[config.mk]
export PLATFORM = sky130hd
export DESIGN_NAME = page_buffer_lru_pin_dirty_top
export DESIGN_NICKNAME = d
export VERILOG_FILES = /design/src/design/pblru_pkg.sv /design/src/design/pblru_dp.sv /design/src/design/pblru_ctrl.sv /design/src/design/page_buffer_lru_pin_dirty_top.sv
export SDC_FILE = /design/constraint.sdc
export NUM_CORES = 1
export LEC_CHECK = 0
export BUFFER_PORTS_ARGS = -buffer_cell sky130_fd_sc_hd__buf_2
export CAP_MARGIN = 10
export CORE_UTILIZATION = 33
export DETAILED_ROUTE_END_ITERATION = 8
export GPL_ROUTABILITY_DRIVEN = 1
export MAX_ROUTING_LAYER = met4
export SLEW_MARGIN = 40
export SYNTH_ARGS = -nofsm -noshare
export SYNTH_HDL_FRONTEND = slang
export SYNTH_SLANG_ARGS = --single-unit
export TNS_END_PERCENT = 30
[constraint.sdc]
create_clock -name i_clk -period 5.4 [get_ports i_clk]
set_clock_uncertainty 0.2 [all_clocks]
set_input_delay 0.81 -clock i_clk [delete_from_list [all_inputs] [get_ports i_clk]]
set_output_delay 0.81 -clock i_clk [all_outputs]
set_load 0.02 [all_outputs]
[src/design/pblru_pkg.sv]
// Package for the page buffer tag table: sizes, operation and status codes,
// and the command/status structs between controller and datapath. No dependencies.
`default_nettype none
package pblru_pkg;
    localparam int SLOTS    = 16;
    localparam int AGE_BITS = 32;
    localparam int SLOT_W   = 4;
    localparam int CNT_W    = 5;

    typedef enum logic [2:0] {
        OP_READ  = 3'd0,
        OP_WRITE = 3'd1,
        OP_NEW   = 3'd2,
        OP_FLUSH = 3'd3,
        OP_PIN   = 3'd4,
        OP_UNPIN = 3'd5
    } t_op;

    localparam logic [1:0] ST_OK       = 2'd0;
    localparam logic [1:0] ST_NOT_BUF  = 2'd1;
    localparam logic [1:0] ST_NO_VICT  = 2'd2;
    localparam logic [1:0] ST_DISK_ERR = 2'd3;

    // controller to datapath
    typedef struct packed {
        logic scan_start;   // clear search results, begin at slot 0
        logic scan_step;    // examine the slot at the scan index
        logic do_fill;      // fill victim slot with the request tag
        logic do_stamp;     // stamp age of the hit slot
        logic set_dirty;
        logic clr_dirty;
        logic set_pin;
        logic clr_pin;
    } t_cmd;

    // datapath to controller
    typedef struct packed {
        logic scan_done;    // scan index passed the last usable slot
        logic found;        // lookup hit
        logic victim_ok;    // a victim exists
        logic hit_dirty;    // dirty flag of the hit slot
    } t_stat;
endpackage
`default_nettype wire

[src/design/pblru_dp.sv]
// Datapath of the page buffer tag table: slot tags, flags, ages, access clock,
// and a one-slot-per-cycle scan for lookup and LRU victim. Uses pblru_pkg.
`default_nettype none
module pblru_dp (
    input  wire logic                   i_clk,
    input  wire logic                   i_rst_n,
    input  wire pblru_pkg::t_cmd        i_cmd,
    output pblru_pkg::t_stat            o_stat,
    input  wire logic [4:0]             i_slots_in_use,
    input  wire logic [7:0]             i_file_id,
    input  wire logic [15:0]            i_page_id,
    output logic [3:0]                  o_hit_slot,
    output logic [3:0]                  o_victim_slot,
    output logic                        o_wb_needed,
    output logic [7:0]                  o_victim_file,
    output logic [15:0]                 o_victim_page,
    output logic [7:0]                  o_hit_file,
    output logic [15:0]                 o_hit_page,
    output logic                        o_hit_pinned,
    output logic                        o_hit_dirty
);
    import pblru_pkg::*;

    logic [SLOTS-1:0]    r_valid, r_pinned, r_dirty;
    logic [7:0]          r_file [SLOTS];
    logic [15:0]         r_page [SLOTS];
    logic [AGE_BITS-1:0] r_age  [SLOTS];
    logic [AGE_BITS-1:0] r_clock;

    // scan state
    logic [CNT_W-1:0]    r_idx;
    logic                r_found, r_vacant, r_have;
    logic [SLOT_W-1:0]   r_hit, r_vict;
    logic [AGE_BITS-1:0] r_best_age;

    logic [CNT_W-1:0]    usable;
    logic [SLOT_W-1:0]   cur;
    logic                tag_eq;

    always_comb begin
        usable = (i_slots_in_use == '0) ? CNT_W'(1) :
                 (i_slots_in_use > CNT_W'(SLOTS)) ? CNT_W'(SLOTS) : i_slots_in_use;
        cur    = r_idx[SLOT_W-1:0];
        tag_eq = r_valid[cur] && r_file[cur] == i_file_id && r_page[cur] == i_page_id;
    end

    // scan one slot a cycle: first hit, lowest vacant, else oldest unpinned
    always_ff @(posedge i_clk) begin
        if (!i_rst_n) begin
            r_idx <= '0; r_found <= 1'b0; r_vacant <= 1'b0; r_have <= 1'b0;
        end else if (i_cmd.scan_start) begin
            r_idx <= '0; r_found <= 1'b0; r_vacant <= 1'b0; r_have <= 1'b0;
        end else if (i_cmd.scan_step && r_idx < usable) begin
            r_idx <= r_idx + CNT_W'(1);
            if (tag_eq && !r_found) begin
                r_found <= 1'b1;
                r_hit   <= cur;
            end
            if (!r_valid[cur]) begin
                if (!r_vacant) begin
                    r_vacant <= 1'b1;
                    r_have   <= 1'b1;
                    r_vict   <= cur;
                end
            end else if (!r_vacant && !r_pinned[cur] &&
                         (!r_have || r_age[cur] < r_best_age)) begin
                r_have     <= 1'b1;
                r_vict     <= cur;
                r_best_age <= r_age[cur];
            end
        end
    end

    // slot updates and access clock
    always_ff @(posedge i_clk) begin
        if (!i_rst_n) begin
            r_valid <= '0; r_pinned <= '0; r_dirty <= '0; r_clock <= '0;
        end else begin
            if (i_cmd.do_fill) begin
                r_valid[r_vict]  <= 1'b1;
                r_pinned[r_vict] <= 1'b0;
                r_dirty[r_vict]  <= 1'b0;
                r_file[r_vict]   <= i_file_id;
                r_page[r_vict]   <= i_page_id;
                r_age[r_vict]    <= r_clock;
            end
            if (i_cmd.do_stamp) r_age[r_hit] <= r_clock;
            if (i_cmd.do_fill || i_cmd.do_stamp) begin
                if (r_clock != '1) r_clock <= r_clock + AGE_BITS'(1);
            end
            if (i_cmd.set_dirty) r_dirty[r_hit]  <= 1'b1;
            if (i_cmd.clr_dirty) r_dirty[r_hit]  <= 1'b0;
            if (i_cmd.set_pin)   r_pinned[r_hit] <= 1'b1;
            if (i_cmd.clr_pin)   r_pinned[r_hit] <= 1'b0;
        end
    end

    always_comb begin
        o_stat.scan_done = (r_idx >= usable);
        o_stat.found     = r_found;
        o_stat.victim_ok = r_have;
        o_stat.hit_dirty = r_dirty[r_hit];
        o_hit_slot       = r_hit;
        o_victim_slot    = r_vict;
        o_wb_needed      = r_valid[r_vict] && r_dirty[r_vict];
        o_victim_file    = r_file[r_vict];
        o_victim_page    = r_page[r_vict];
        o_hit_file       = r_file[r_hit];
        o_hit_page       = r_page[r_hit];
        o_hit_pinned     = r_pinned[r_hit];
        o_hit_dirty      = r_dirty[r_hit];
    end
endmodule
`default_nettype wire

[src/design/pblru_ctrl.sv]
// Controller of the page buffer tag table: sequences scan, decision, update
// and result register. Uses pblru_pkg and drives pblru_dp by command struct.
`default_nettype none
module pblru_ctrl (
    input  wire logic            i_clk,
    input  wire logic            i_rst_n,
    input  wire logic            i_valid,
    output logic                 o_stall,
    input  wire logic [2:0]      i_op,
    input  wire logic            i_disk_ok,
    output logic                 o_cap,
    output pblru_pkg::t_cmd      o_cmd,
    input  wire pblru_pkg::t_stat i_stat,
    input  wire logic [3:0]      i_hit_slot,
    input  wire logic [3:0]      i_victim_slot,
    input  wire logic            i_wb_needed,
    input  wire logic [7:0]      i_victim_file,
    input  wire logic [15:0]     i_victim_page,
    input  wire logic [7:0]      i_hit_file,
    input  wire logic [15:0]     i_hit_page,
    input  wire logic            i_hit_pinned,
    input  wire logic            i_hit_dirty,
    output logic                 o_valid,
    input  wire logic            i_stall,
    output logic [1:0]           o_status,
    output logic [3:0]           o_slot,
    output logic                 o_hit,
    output logic                 o_fetch_request,
    output logic                 o_writeback_request,
    output logic [7:0]           o_writeback_file,
    output logic [15:0]          o_writeback_page,
    output logic                 o_pinned,
    output logic                 o_dirty
);
    import pblru_pkg::*;

    typedef enum logic [4:0] {
        S_IDLE   = 5'b00001,
        S_SCAN   = 5'b00010,
        S_DECIDE = 5'b00100,
        S_REPORT = 5'b01000,
        S_OUT    = 5'b10000
    } t_state;

    // kind of report: no slot, hit slot, filled slot
    localparam logic [1:0] K_NONE = 2'd0;
    localparam logic [1:0] K_HIT  = 2'd1;
    localparam logic [1:0] K_FILL = 2'd2;

    t_state     r_state, n_state;
    logic [2:0] r_op;
    logic       r_ok;
    logic [1:0] r_kind, n_kind;
    logic [1:0] r_st, n_st;
    logic       r_fetch, n_fetch, r_wb, n_wb;
    logic [7:0] r_wbf, n_wbf;
    logic [15:0] r_wbp, n_wbp;
    logic       r_hitf, n_hitf;

    always_comb begin
        o_stall = (r_state != S_IDLE);
        o_cap   = (r_state == S_IDLE) && i_valid;
        o_valid = (r_state == S_OUT);
    end

    always_comb begin
        n_state = r_state;
        o_cmd   = '0;
        n_kind = r_kind; n_st = r_st; n_fetch = r_fetch; n_wb = r_wb;
        n_wbf = r_wbf; n_wbp = r_wbp; n_hitf = r_hitf;
        unique case (r_state)
            S_IDLE: begin
                if (i_valid) begin
                    o_cmd.scan_start = 1'b1;
                    n_state = S_SCAN;
                end
            end
            S_SCAN: begin
                o_cmd.scan_step = 1'b1;
                if (i_stat.scan_done) n_state = S_DECIDE;
            end
            S_DECIDE: begin
                n_kind = K_NONE; n_st = ST_OK; n_fetch = 1'b0; n_wb = 1'b0;
                n_wbf = '0; n_wbp = '0; n_hitf = 1'b0;
                n_state = S_REPORT;
                if (r_op == OP_READ && i_stat.found) begin
                    n_kind = K_HIT; n_hitf = 1'b1; o_cmd.do_stamp = 1'b1;
                end else if (r_op == OP_READ || r_op == OP_NEW) begin
                    if (r_op == OP_NEW && !r_ok)      n_st = ST_DISK_ERR;
                    else if (!i_stat.victim_ok)       n_st = ST_NO_VICT;
                    else if (!r_ok)                   n_st = ST_DISK_ERR;
                    else begin
                        n_kind = K_FILL; o_cmd.do_fill = 1'b1;
                        n_fetch = (r_op == OP_READ);
                        n_wb = i_wb_needed;
                        if (i_wb_needed) begin
                            n_wbf = i_victim_file; n_wbp = i_victim_page;
                        end
                    end
                end else if (r_op == OP_WRITE || r_op == OP_FLUSH ||
                             r_op == OP_PIN || r_op == OP_UNPIN) begin
                    if (!i_stat.found) n_st = ST_NOT_BUF;
                    else begin
                        n_kind = K_HIT; n_hitf = 1'b1;
                        if (r_op == OP_WRITE) begin
                            o_cmd.set_dirty = 1'b1; o_cmd.do_stamp = 1'b1;
                        end else if (r_op == OP_PIN)   o_cmd.set_pin = 1'b1;
                        else if (r_op == OP_UNPIN)     o_cmd.clr_pin = 1'b1;
                        else if (i_stat.hit_dirty) begin
                            if (!r_ok) n_st = ST_DISK_ERR;
                            else begin
                                o_cmd.clr_dirty = 1'b1; n_wb = 1'b1;
                                n_wbf = i_hit_file; n_wbp = i_hit_page;
                            end
                        end
                    end
                end else begin
                    n_st = ST_NOT_BUF;
                end
            end
            S_REPORT: n_state = S_OUT;
            S_OUT:    if (!i_stall) n_state = S_IDLE;
            default:  n_state = S_IDLE;
        endcase
    end

    always_ff @(posedge i_clk) begin
        if (!i_rst_n) begin
            r_state <= S_IDLE;
        end else begin
            r_state <= n_state;
        end
    end

    // hold request, decision, and result payload
    always_ff @(posedge i_clk) begin
        if (o_cap) begin
            r_op <= i_op; r_ok <= i_disk_ok;
        end
        r_kind <= n_kind; r_st <= n_st; r_fetch <= n_fetch; r_wb <= n_wb;
        r_wbf <= n_wbf; r_wbp <= n_wbp; r_hitf <= n_hitf;
        if (r_state == S_REPORT) begin
            o_status            <= r_st;
            o_hit               <= r_hitf;
            o_fetch_request     <= r_fetch;
            o_writeback_request <= r_wb;
            o_writeback_file    <= r_wbf;
            o_writeback_page    <= r_wbp;
            o_slot   <= (r_kind == K_HIT) ? i_hit_slot :
                        (r_kind == K_FILL) ? i_victim_slot : 4'd0;
            o_pinned <= (r_kind == K_HIT) ? i_hit_pinned : 1'b0;
            o_dirty  <= (r_kind == K_HIT) ? i_hit_dirty : 1'b0;
        end
    end
endmodule
`default_nettype wire

[src/design/page_buffer_lru_pin_dirty_top.sv]
// Top level of the page buffer tag table (LRU, pin, dirty).
// Instantiates pblru_ctrl and pblru_dp; uses pblru_pkg.
//
// Usage:
//  - Request channel: i_valid/o_stall with i_op, i_file_id, i_page_id,
//    i_disk_ok. A transfer happens when i_valid is high and o_stall low.
//  - Result channel: o_valid/i_stall with status, slot, hit, fetch and
//    writeback fields; a transfer happens when o_valid is high and i_stall low.
//  - Configuration: i_cfg_valid/o_cfg_ready with i_cfg_data (slots_in_use).
//    Write only while the block is idle.
//  - One request at a time. After a request transfers, the datapath scans
//    the usable slots (up to 16) one slot per cycle for both the lookup
//    and the LRU victim; the controller then sees the end of the scan,
//    decides and updates the slot, and registers the result, which is
//    presented on the result channel. A new request is taken only once
//    that result has transferred.
//  - Reset (synchronous, active low) empties all slots, zeroes the access
//    clock and sets slots_in_use to 16. No clearing pass is needed.
//  - A stalled result holds steady; no new request is taken until it leaves.
`default_nettype none
module page_buffer_lru_pin_dirty_top (
    input  wire logic        i_clk,
    input  wire logic        i_rst_n,
    input  wire logic        i_valid,
    output logic             o_stall,
    input  wire logic [2:0]  i_op,
    input  wire logic [7:0]  i_file_id,
    input  wire logic [15:0] i_page_id,
    input  wire logic        i_disk_ok,
    output logic             o_valid,
    input  wire logic        i_stall,
    output logic [1:0]       o_status,
    output logic [3:0]       o_slot,
    output logic             o_hit,
    output logic             o_fetch_request,
    output logic             o_writeback_request,
    output logic [7:0]       o_writeback_file,
    output logic [15:0]      o_writeback_page,
    output logic             o_pinned,
    output logic             o_dirty,
    input  wire logic        i_cfg_valid,
    output logic             o_cfg_ready,
    input  wire logic [4:0]  i_cfg_data
);
    import pblru_pkg::*;

    logic [4:0]  r_slots_in_use;
    logic [7:0]  r_file;
    logic [15:0] r_page;
    logic        cap;
    t_cmd        cmd;
    t_stat       stat;
    logic [3:0]  hit_slot, vict_slot;
    logic        wb_needed, hit_pinned, hit_dirty;
    logic [7:0]  vict_file, hit_file;
    logic [15:0] vict_page, hit_page;

    assign o_cfg_ready = 1'b1;

    // hold configuration register
    always_ff @(posedge i_clk) begin
        if (!i_rst_n) begin
            r_slots_in_use <= 5'd16;
        end else if (i_cfg_valid) begin
            r_slots_in_use <= i_cfg_data;
        end
    end

    // hold request tag for the scan
    always_ff @(posedge i_clk) begin
        if (cap) begin
            r_file <= i_file_id; r_page <= i_page_id;
        end
    end

    pblru_ctrl u_ctrl (
        .i_clk, .i_rst_n, .i_valid, .o_stall, .i_op, .i_disk_ok,
        .o_cap(cap), .o_cmd(cmd), .i_stat(stat),
        .i_hit_slot(hit_slot), .i_victim_slot(vict_slot), .i_wb_needed(wb_needed),
        .i_victim_file(vict_file), .i_victim_page(vict_page),
        .i_hit_file(hit_file), .i_hit_page(hit_page),
        .i_hit_pinned(hit_pinned), .i_hit_dirty(hit_dirty),
        .o_valid, .i_stall, .o_status, .o_slot, .o_hit, .o_fetch_request,
        .o_writeback_request, .o_writeback_file, .o_writeback_page,
        .o_pinned, .o_dirty
    );

    pblru_dp u_dp (
        .i_clk, .i_rst_n, .i_cmd(cmd), .o_stat(stat),
        .i_slots_in_use(r_slots_in_use), .i_file_id(r_file), .i_page_id(r_page),
        .o_hit_slot(hit_slot), .o_victim_slot(vict_slot), .o_wb_needed(wb_needed),
        .o_victim_file(vict_file), .o_victim_page(vict_page),
        .o_hit_file(hit_file), .o_hit_page(hit_page),
        .o_hit_pinned(hit_pinned), .o_hit_dirty(hit_dirty)
    );

    a_fill_excl: assert property (@(posedge i_clk) disable iff (!i_rst_n)
        !(cmd.do_fill && cmd.do_stamp)) else $error("fill and stamp together");
    a_fetch_ok: assert property (@(posedge i_clk) disable iff (!i_rst_n)
        o_valid && o_fetch_request |-> o_status == ST_OK && !o_hit)
        else $error("fetch with bad status");
    a_one_item: assert property (@(posedge i_clk) disable iff (!i_rst_n)
        o_valid |-> o_stall) else $error("request taken while result pending");
endmodule
`default_nettype wire

==> metrics <==
status=complete, no violations; Die W=395 µm; MaxCap Viol Count=0; 1st-pass router iterations=5; worst vdd ir=0.259 mV; sequential fraction of the synthesis area=65.0%; combinational power share=2.1%; fraction of layout cells with a size suffix above 1=32.2%; Worst EP arrival=5.59 ns; Post-Synthesis Net Count=2773; GRT overflow=0; vias per cell=5.53; global-route wire length before repair=202000 µm; internal power=14.7 mW; CTS Sinks=1139; Die ar.=0.156 mm²; crit path time final=5.14 ns; largest net degree at the start of global routing=72; clock buffer count from CTS=120; post-CTS setup buffer count=0; Crit path top cell by count=mux4_2; async set-reset flop share out of synthesis=0%; Post-synth EDFFs=1029; Slew Limit Fails=0; Fmax achieved=0.195 GHz; Routed WL per cell=27.7 µm; cell count of the worst reg-to-reg path=13; Area Growth Syn to Fin=15.4%; RSZ-0062 raised after global routing=no; top post-synthesis cells by area=edfxtp_1 (61%), mux4_2 (22%), dfxtp_1 (4.3%); required time worst endpoint=5.85 ns; crit start category=register; critical path's slowest cell=dfxtp_4; clock transition at the registers of the reported paths=0.06 ns; synthesized flop and latch total=1139; min-delay src=i_page_id[4]; Sw Share=20.7%; Pwr Density=316 mW/mm²; CP endpoint kind=register; Syn Area/Cell=18.9 µm²; initial antenna violation count=7; leakage=19.3 nW; non-filler cells in the finished layout=4997; hold path depth=1; residual DRC count=0; dpl ws=-0.0205 ns; Tot GR Track Use=18.3%; CTS tree=yes; Max-slew headroom=41.8%; vias in the first global route=28.3k; ys flop type=edfxtp_1; Routability Congestion=0.816; Final Cycle Share=95.2%; final setup margin=0.259 ns; total power=18.6 mW; Psw=3.85 mW; HP Class=in2reg; post-synth top area share=60.7%; Slew @ Worst Pin=0.864 ns; Setup CP Type=reg2reg; Post-DP HPWL=84000 µm; Site Rows=143; worst skew pair latency=0.76 ns; Root Buffer=clkbuf_16; chip height=395 µm; Final setup viols=0; worst path cell trace=buf_12, mux4_2, mux4_2, ha_1, nand4_1, nor4_2, nand3_1, nor3_1, o211ai_1, a31o_2, a32oi_2, buf_4, mux2_2; DRT iter0 DRCs=2998; number of instances in the placed design=4749; Synth cell types=65; # nets final=2936; clock network fraction of total power=45.7%; CP Max Fanout=21; Netlist Area Pre-Place=0.0509 mm²; Yosys warnings=0; fill count=13.8k; via count=27.6k; maximum level of the CTS H-tree=3; crit-path max cell delay=0.72 ns; clock tree buffer depth=3; area leader, netlist=edfxtp_1; # IOs=76; Synth Instances=2697; sequential share of power=52.2%; I/O Buffers=74; starting density of the core=33.4%; drt total wl=138000 µm; core area=0.152 mm²; post-route ant nets=0; reg2reg setup slack=0.26 ns; Final Hold Viols=0
cells in the final DEF (no fill, tap or decap), types with 17 or more instances in the layout:
| cell type | instances |
|---|---|
| inv_1 | 99 |
| dlygate4sd3_1 | 17 |
| mux2i_1 | 52 |
| o21ai_0 | 47 |
| ha_1 | 38 |
| nand3_1 | 43 |
| buf_4 | 95 |
| nand2_1 | 104 |
| clkbuf_1 | 27 |
| o22ai_1 | 25 |
| mux4_2 | 504 |
| nor2b_1 | 28 |
| a22o_1 | 22 |
| dfxtp_1 | 98 |
| nor3_1 | 23 |
| edfxtp_1 | 1029 |
| xor2_1 | 23 |
| nand4_1 | 17 |
| buf_2 | 74 |
| clkbuf_16 | 124 |
| clkinv_2 | 21 |
| a21oi_1 | 46 |
| and2_1 | 45 |
| nor2_1 | 50 |
| xnor2_1 | 44 |
worst min path at each step:
stage / endpoint
3_5_place_dp: u_ctrl.o_writeback_page[4]
6_report: r_page[4]
5_1_grt: r_page[4]
4_1_cts: r_page[4]
2_1_floorplan: u_ctrl.o_fetch_request
3_3_place_gp: u_ctrl.o_writeback_request
through the flow:
stage          hold WS, ns  setup TNS, ns  utilization [%]  cell area, µm²
3_3_place_gp         0.203              0             35.5           54200
2_1_floorplan        0.200              0                -           50900
6_report            0.0475              0             38.5           58700
4_1_cts            0.00328              0             38.5           58700
3_5_place_dp         0.205        -0.0673             35.7           54500
5_1_grt             0.0207              0             38.5           58700
cell usage after synthesis (3+ instances only):
cell type  number
a21boi_0       13
a21o_1         12
a21oi_1        49
a22o_1         22
a22oi_1         4
and2_1         45
and3_1         26
and4_1          6
buf_1          30
buf_2          19
buf_4           7
clkbuf_1      111
dfxtp_1       110
edfxtp_1     1029
ha_1           38
inv_1         101
mux2_2          4
mux2_4          4
mux2i_1        52
mux4_1          9
mux4_2        504
nand2_1       104
nand2b_1       10
nand3_1        44
nand3b_1        3
nand4_1        17
nor2_1         66
nor2b_1        30
nor3_1         24
nor3b_1         3
nor4_1          6
o211ai_1       10
o21a_1          3
o21ai_0        47
o22ai_1        25
or3_1           4
xnor2_1        44
xor2_1         23
layer usage:
layer / vias up / GRT usage [%] / routed length, µm / share of wire [%]
met2: 1158 / 28.8 / 67100 / 48
li1: 11500 / - / - / -
met1: 14800 / 24.6 / 58300 / 42
met4: 0 / 4.56 / 2880 / 2.1
met5: - / - / 0 / 0
met3: 198 / 3.20 / 10100 / 7.3
cell families (layout without fill, tap and decap cells):
group                    after synthesis  count (layout)  synth area share (%)
XOR/XNOR                              67              67                  1.15
AND/OR/NAND/NOR                      395             395                  3.94
adder cells (fa/ha/maj)               38              38                 0.934
multiplexers                         573             573                  24.0
buffers and inverters                273             542                  2.23
flip-flops                          1139            1139                  65.0
other                                  1               2               0.00737
AO/OA/AOI/OAI                        211             211                  2.69
sequential cells by signal, indices dropped and copies added (netlist names), 2 cells and up, named ones only:
register	count
r_file	8
r_page	16
r_slots_in_use	5
u_ctrl.o_slot	4
u_ctrl.o_status	2
u_ctrl.o_writeback_file	8
u_ctrl.o_writeback_page	16
u_ctrl.r_op	3
u_ctrl.r_st	2
u_ctrl.r_state	5
u_ctrl.r_wbf	8
u_ctrl.r_wbp	16
u_dp.o_hit_slot	4
u_dp.o_victim_slot	4
u_dp.r_age	512
u_dp.r_best_age	32
u_dp.r_clock	32
u_dp.r_dirty	16
u_dp.r_file	128
u_dp.r_idx	5
u_dp.r_page	256
u_dp.r_pinned	16
u_dp.r_valid	16
power by group through the flow:
stage | clock (mW) | combinational [mW] | sequential [mW]
floorplan | 0 | 0.256 | 9.83
global placement | 0 | 0.363 | 9.88
detailed placement | 0 | 0.368 | 9.88
CTS | 8.63 | 0.379 | 9.69
global route | 8.97 | 0.408 | 9.69
finish | 8.48 | 0.381 | 9.69
area by class of cell:
| type | count | area (µm²) | share of cell area (%) |
|---|---|---|---|
| Clock inverter | 65 | 691 | 1.18 |
| Timing Repair Buffer | 213 | 1750 | 2.98 |
| Inverter | 101 | 382 | 0.650 |
| Clock buffer | 163 | 3370 | 5.74 |
| Multi-Input combinational cell | 1285 | 16900 | 28.7 |
| Sequential cell | 1139 | 33100 | 56.4 |
| Tap cell | 2030 | 2540 | 4.32 |
| Antenna cell | 1 | 2.50 | 0.00426 |
worst max-delay path: cells and delay by family, from the launching register on:
family / cells / cell delay, ns
AO/OA/AOI/OAI: 3 / 0.64
multiplexers: 3 / 1.34
AND/OR/NAND/NOR: 4 / 1.32
flip-flops: 1 / 0.72
buffers and inverters: 2 / 0.47
adder cells (fa/ha/maj): 1 / 0.33
timing repair:
action                     4_1_cts  5_1_grt
hold buffers                    17        0
hold endpoints to repair        17        0
setup endpoints to repair        1        0
resized for setup                1        0
No activity file was read; power rests on OpenSTA's default activity.
